`src/rtl/core/nnr_pkg.sv`:
```
package nnr_pkg;

  localparam int POS_W     = 10;
  localparam int PIX_W     = 8;
  localparam int DIM_W     = 11;
  localparam int COEF_W    = 16;
  localparam int OFS_W     = 12;
  localparam int PROD_W    = OFS_W + COEF_W;
  localparam int CFG_IDX_W = 2;
  localparam int TDATA_W   = 32;

  localparam logic [DIM_W-1:0]         WIDTH_RST  = 11'd1024;
  localparam logic [DIM_W-1:0]         HEIGHT_RST = 11'd1024;
  localparam logic signed [COEF_W-1:0] COS_RST    = 16'sd16384;
  localparam logic signed [COEF_W-1:0] SIN_RST    = 16'sd0;

  typedef enum logic {
    FUNC_LOAD  = 1'b0,
    FUNC_FETCH = 1'b1
  } func_t;

  typedef enum logic [CFG_IDX_W-1:0] {
    CFG_IMAGE_WIDTH  = 2'd0,
    CFG_IMAGE_HEIGHT = 2'd1,
    CFG_COS_ANGLE    = 2'd2,
    CFG_SIN_ANGLE    = 2'd3
  } cfg_idx_t;

  typedef struct packed {
    func_t             func;
    logic [POS_W-1:0]  x;
    logic [POS_W-1:0]  y;
    logic [PIX_W-1:0]  pix;
  } item_t;

endpackage

```
`src/rtl/core/nnr_map.sv`:
```
module nnr_map #(
  parameter int FRAC_BITS = 14,
  parameter int SUM_W     = 30
) (
  input  logic                                clk,
  input  logic                                rst_n,
  input  logic                                s_valid,
  output logic                                s_ready,
  input  nnr_pkg::item_t                      s_item,
  input  logic [nnr_pkg::DIM_W-1:0]           dim_w,
  input  logic [nnr_pkg::DIM_W-1:0]           dim_h,
  input  logic signed [nnr_pkg::COEF_W-1:0]   cos_q,
  input  logic signed [nnr_pkg::COEF_W-1:0]   sin_q,
  output logic                                m_valid,
  input  logic                                m_ready,
  output nnr_pkg::item_t                      m_item,
  output logic signed [SUM_W-1:0]             m_sx,
  output logic signed [SUM_W-1:0]             m_sy
);
  import nnr_pkg::*;

  logic v1_r, v2_r, v3_r;
  logic ld1, ld2, ld3;

  item_t item1_r, item2_r, item3_r;
  logic signed [OFS_W-1:0]  ox1_r, oy1_r, ox_nxt, oy_nxt;
  logic signed [PROD_W-1:0] pxc_r, pys_r, pxs_r, pyc_r;
  logic signed [SUM_W-1:0]  sx_r, sy_r, sx_nxt, sy_nxt, bias_x, bias_y;

  assign ld3     = !v3_r || m_ready;
  assign ld2     = !v2_r || ld3;
  assign ld1     = !v1_r || ld2;
  assign s_ready = ld1;

  assign ox_nxt = $signed({1'b0, s_item.x, 1'b0}) - $signed({1'b0, dim_w});
  assign oy_nxt = $signed({1'b0, s_item.y, 1'b0}) - $signed({1'b0, dim_h});

  assign bias_x = $signed(SUM_W'({1'b0, dim_w} + 12'd1) << FRAC_BITS);
  assign bias_y = $signed(SUM_W'({1'b0, dim_h} + 12'd1) << FRAC_BITS);
  assign sx_nxt = SUM_W'(pxc_r) - SUM_W'(pys_r) + bias_x;
  assign sy_nxt = SUM_W'(pxs_r) + SUM_W'(pyc_r) + bias_y;

  always_ff @(posedge clk) begin
    if (!rst_n) begin
      v1_r <= 1'b0;
      v2_r <= 1'b0;
      v3_r <= 1'b0;
    end else begin
      if (ld1) v1_r <= s_valid;
      if (ld2) v2_r <= v1_r;
      if (ld3) v3_r <= v2_r;
    end
  end

  always_ff @(posedge clk) begin
    if (ld1) begin
      item1_r <= s_item;
      ox1_r   <= ox_nxt;
      oy1_r   <= oy_nxt;
    end
    if (ld2) begin
      item2_r <= item1_r;
      pxc_r   <= ox1_r * cos_q;
      pys_r   <= oy1_r * sin_q;
      pxs_r   <= ox1_r * sin_q;
      pyc_r   <= oy1_r * cos_q;
    end
    if (ld3) begin
      item3_r <= item2_r;
      sx_r    <= sx_nxt;
      sy_r    <= sy_nxt;
    end
  end

  assign m_valid = v3_r;
  assign m_item  = item3_r;
  assign m_sx    = sx_r;
  assign m_sy    = sy_r;

endmodule
```
`config.mk`:
```
export PLATFORM = sky130hd
export DESIGN_NAME = nnr_map
export DESIGN_NICKNAME = d
export VERILOG_FILES = /design/src/rtl/core/nnr_pkg.sv /design/src/rtl/core/nnr_map.sv
export SDC_FILE = /design/constraint.sdc
export NUM_CORES = 2
export LEC_CHECK = 0
export BUFFER_PORTS_ARGS = -buffer_cell sky130_fd_sc_hd__buf_2
export CORE_MARGIN = 8
export CORE_UTILIZATION = 55
export DETAILED_ROUTE_END_ITERATION = 8
export PLACE_DENSITY_LB_ADDON = 0.1
export SLEW_MARGIN = 20
export SYNTH_ARGS = -nofsm -noshare
export SYNTH_HDL_FRONTEND = slang
export SYNTH_SLANG_ARGS = --single-unit
```
`constraint.sdc`:
```
create_clock -name clk -period 5.8 [get_ports clk]
set_clock_uncertainty 0.1 [all_clocks]
set_input_delay 0.87 -clock clk [delete_from_list [all_inputs] [get_ports clk]]
set_output_delay 0.87 -clock clk [all_outputs]
set_load 0.01 [all_outputs]
```
# Word-level counts from Yosys, hierarchy flattened
# Index checks and enable logic that the tools add are counted.
dict set report op_classes {
  n_reduce_logical 6
  n_addsub 8
  mul 4
}
# op count
set op_table {}
lappend op_table {{12-bit by 16-bit multiplier with 28-bit output} 4}
lappend op_table {{29-bit by 27-bit adder with 30-bit output} 2}
lappend op_table {{28-bit by 28-bit adder with 29-bit output} 1}
lappend op_table {{28-bit by 28-bit subtractor with 29-bit output} 1}
lappend op_table {{11-bit by 1-bit adder with 12-bit output, second input constant} 2}
lappend op_table {{11-bit by 11-bit subtractor with 12-bit output} 2}
lappend op_table {{1-bit zero test} 3}
lappend op_table {{1-bit logical OR} 3}
dict set report word_totals {
  elab_cells 41
  output_inout_bits 91
  regBits 286
}

# Depth between registers and ports, before layout
dict set report depth {
  word_depth 4
  mapped_depth 22
  depth_no_buf 21
}

# Worst setup path after synthesis
# OpenSTA, ideal clock, no wires.
dict set report synth_path {
  path_kind {input to register}
  startpoint {input port cos_q[8] (netlist bit)}
  endpoint {register pyc_r[26], data pin}
  path_buffers 1
  arrival_ps 5735
  path_slack_ps -293
  stages 20
  path_cell_list {clkbuf_1 -> nand2_1 -> fa_1 -> fa_1 -> inv_1 -> fa_1 -> fa_1 -> inv_1 -> fa_1 -> inv_1 -> ha_1 -> and3_4 -> and3_1 -> a211o_1 -> o211ai_2 -> o22ai_2 -> a2111oi_2 -> o21bai_1 -> a21oi_1 -> xnor2_1}
}
dict set report synth_between {
  elab_chain_len 1
}
# item line_no
set synth_lines {}
lappend synth_lines {{start: declaration} nnr_map.sv:12} ;# input logic signed [nnr_pkg::COEF_W-1:0] cos_q,
lappend synth_lines {{12-bit by 16-bit multiplier with 28-bit output} nnr_map.sv:66} ;# pyc_r <= oy1_r * cos_q;
lappend synth_lines {{end signal: assignment} nnr_map.sv:66}
lappend synth_lines {{end: declaration} nnr_map.sv:27} ;# logic signed [PROD_W-1:0] pxc_r, pys_r, pxs_r, pyc_r;
# No other way between the ends.
# A chain may end at the register's enable or synchronous reset.

# Worst setup path after layout
dict set report layout_path {
  startpoint {register oy1_r[3]}
  endpoint {register pys_r[27], data pin}
}
dict set report layout_between {
  elab_chain_len 1
}
# item line_no
set layout_lines {}
lappend layout_lines {{start: declaration} nnr_map.sv:26} ;# logic signed [OFS_W-1:0] ox1_r, oy1_r, ox_nxt, oy_nxt;
lappend layout_lines {{start signal: assignment} nnr_map.sv:59} ;# oy1_r <= oy_nxt;
lappend layout_lines {{12-bit by 16-bit multiplier with 28-bit output} nnr_map.sv:64} ;# pys_r <= oy1_r * sin_q;
lappend layout_lines {{end signal: assignment} nnr_map.sv:64}
lappend layout_lines {{end: declaration} nnr_map.sv:27}
# No other way between the ends.

==> impl_metrics.json <==
{
  "fin_area_um2": 47900,
  "globalRoute.totalOverflow": 0,
  "hold_viol": 0,
  "cp_slowest_stage_delay_ps": 560,
  "clk_latency_ps": 560,
  "rsz0062_at_grt": "true",
  "ys_top_cells_by_count": "inv_1 (974), fa_1 (740), nand2_1 (516)",
  "fin_nets": 5785,
  "clk_pin_slew_ps": 60,
  "async_flop_share": 0,
  "arrival_ps": 5900,
  "yosysTopAreaCell": "fa_1",
  "remaining_drc_errors": 0,
  "clock_sink_count": 286,
  "wirelength_mm": 95.7,
  "synth_most_common_cell": "inv_1",
  "worstPathMaxFanout": 14,
  "area_growth_pct": 17.2,
  "avgSynthCellArea_um2": 9.95,
  "clk_path_buf_depth": 3,
  "firstDrtPassIters": 6,
  "grt_pass1_vias": 30000,
  "cp_num_buf_inv": 6,
  "track_usage": 0.237,
  "synthMuxAreaShare": 0.000245,
  "drive_above_1_share": 0.165,
  "setup_viol": 0,
  "hold_path_class": "reg -> reg",
  "tritoncts": "yes",
  "nFillCells": 6121,
  "yosysUniqueCellTypes": 59,
  "dpl.hpwl_mm": 78.5,
  "cts_inserted_buffers": 34,
  "cpMostUsedCell": "fa_1",
  "crit_chain": "buf_12, buf_4, nand2_1, fa_1, fa_1, inv_1, fa_1, fa_1, inv_1, fa_1, inv_1, ha_1, a21oi_1, nor2b_2, o31ai_1, a311oi_2, buf_4, nor3_4, o31ai_2, a21oi_1, xnor2_1",
  "wl_per_cell_um": 17.1,
  "final_antenna_net_count": 0,
  "ys_seq_elements": 286,
  "seq_area_um2": 8560,
  "slew_headroom": 0.325,
  "netlist_top_cells_area": "fa_1 (36%), edfxtp_1 (21%), ha_1 (11%)",
  "start_util": 0.553,
  "fp.dieH_um": 289,
  "crit_required_ps": 5970,
  "synth_edf_count": 283,
  "synth_top_family_by_area": "adder cells",
  "synth-compound-area-share": 0.0604,
  "die_w_um": 289,
  "htree_levels": 2,
  "synth_top_area_frac": 0.363,
  "grt_pass1_wl_mm": 157,
  "crit_path_start_kind": "register",
  "critical_path.slowest_cell": "fa_1",
  "maxCapViolations": 0,
  "crit_type": "reg -> reg",
  "synth_nets": 5279,
  "antenna_found_initial": 2,
  "syn_inst": 4106,
  "vias": 28900,
  "syn-cell-area_um2": 40900,
  "ys_warn_count": 0,
  "synth_ff_type": "edfxtp_1",
  "slew_viol_final": 0,
  "fin_crit_sh": 0.988,
  "cts-root-buf": "clkbuf_16",
  "multi_input_area_um2": 28700,
  "die_area_um2": 83300,
  "core_um2": 73900,
  "yosys.area_share.simple": 0.121,
  "ys_seq_area_frac": 0.209,
  "routabilityCongestion": 0.918,
  "viasPerCell": 5.15,
  "rows": 100,
  "crit_family": "adder cells",
  "outcome": "completed",
  "yosys.area_share.adder": 0.469,
  "dp_worst_setup_slack_ps": -783,
  "ioPinCount": 178,
  "portBuffers": 177,
  "placed_area_um2": 45900,
  "fin_crit_ps": 5730,
  "fmax_ghz": 0.175,
  "drtIter0Drc": 1709,
  "end_kind": "register",
  "tightest_slew_ps": 1010,
  "fin_ws_ps": 70.8,
  "synthXorXnorAreaFrac": 0.0382,
  "grt_max_degree": 82
}
-- metal layers --
layer | part of all wire | vias up | track usage
met2 | 0.47 | 744 | 0.386
met4 | 0.024 | 0 | 0.0608
met5 | 0 | - | 0
met1 | 0.44 | 14400 | 0.336
li1 | - | 13600 | -
met3 | 0.062 | 119 | 0.0319
-- cell usage in the layout (no fill, tap or decap), drive strengths merged, types with 6 or more instances in the layout --
cell / instances
inv: 977
fa: 740
buf: 600
nand2: 516
ha: 346
edfxtp: 283
and2: 250
xnor2: 155
nor2: 148
a21oi: 117
o21ai: 68
clkbuf: 45
a21o: 42
nand2b: 35
nand3: 35
nor3: 29
o21a: 26
xor2: 23
a21boi: 17
nor2b: 16
a31oi: 16
o21bai: 15
o211ai: 12
clkinv: 12
and3: 12
o31ai: 11
or2: 9
a211o: 8
a211oi: 8
o31a: 6
a2111oi: 6
-- stage by stage --
step                      setup TNS [ps]  hold WS (ps)  utilization  instances
after global routing                -495           320        0.648       5605
after detailed placement          -19270           305        0.621       5521
after global placement            -16150           300        0.621       5521
after floorplan                    -36.6           300            -       4106
after CTS                          -14.3           316        0.640       5592
final                                  0           318        0.648       5606
-- cell type report --
type / count / area share
inverter: 976 / 0.0765
multi-input combinational: 2709 / 0.599
tap: 969 / 0.0253
sequential: 286 / 0.179
timing repair buffer: 605 / 0.0973
antenna: 2 / 0.000104
clock inverter: 17 / 0.00368
clock buffer: 42 / 0.0192
-- flip-flops by register name (all words and copies together), names as in the netlist --
| name | flops |
|---|---|
| pys_r | 28 |
| item1_r | 29 |
| pyc_r | 28 |
| pxc_r | 28 |
| ox1_r | 12 |
| m_valid | 1 |
| m_sx | 30 |
| pxs_r | 28 |
| oy1_r | 12 |
| item2_r | 29 |
| m_item | 29 |
| m_sy | 30 |
| v1_r | 1 |
| v2_r | 1 |
-- path summary, 6_finish.rpt --
check	startpoint	endpoint	slack [ps]	cells after the start
worst max register to register	oy1_r[3]	pys_r[27]	70	21
worst min-delay path	item2_r[17]	m_item[17]	320	0
worst min register to register	item2_r[17]	m_item[17]	320	0
worst max-delay path	oy1_r[3]	pys_r[27]	70	21
-- cells by family (layout without fill, tap and decap cells) --
family / Yosys count / after routing
simple gates: 1066 / 1066
other cells: 0 / 2
flops: 286 / 286
buf+inv: 1111 / 1640
compound gates: 378 / 378
fa+ha+maj: 1086 / 1086
xor+xnor: 178 / 178
mux: 1 / 1
-- what timing repair did --
item | in CTS | in global routing
cloned | 2 | 0
resized for setup | 35 | 113
hold buffers | 0 | 0
endpoints found under the hold margin | 0 | 0
setup endpoints to repair | 17 | 26
buffers inserted | 10 | 12
pin swaps | 20 | 51
Power is not shown: default switching activity piles up to over one toggle a cycle in this logic, so the estimate is an artifact.
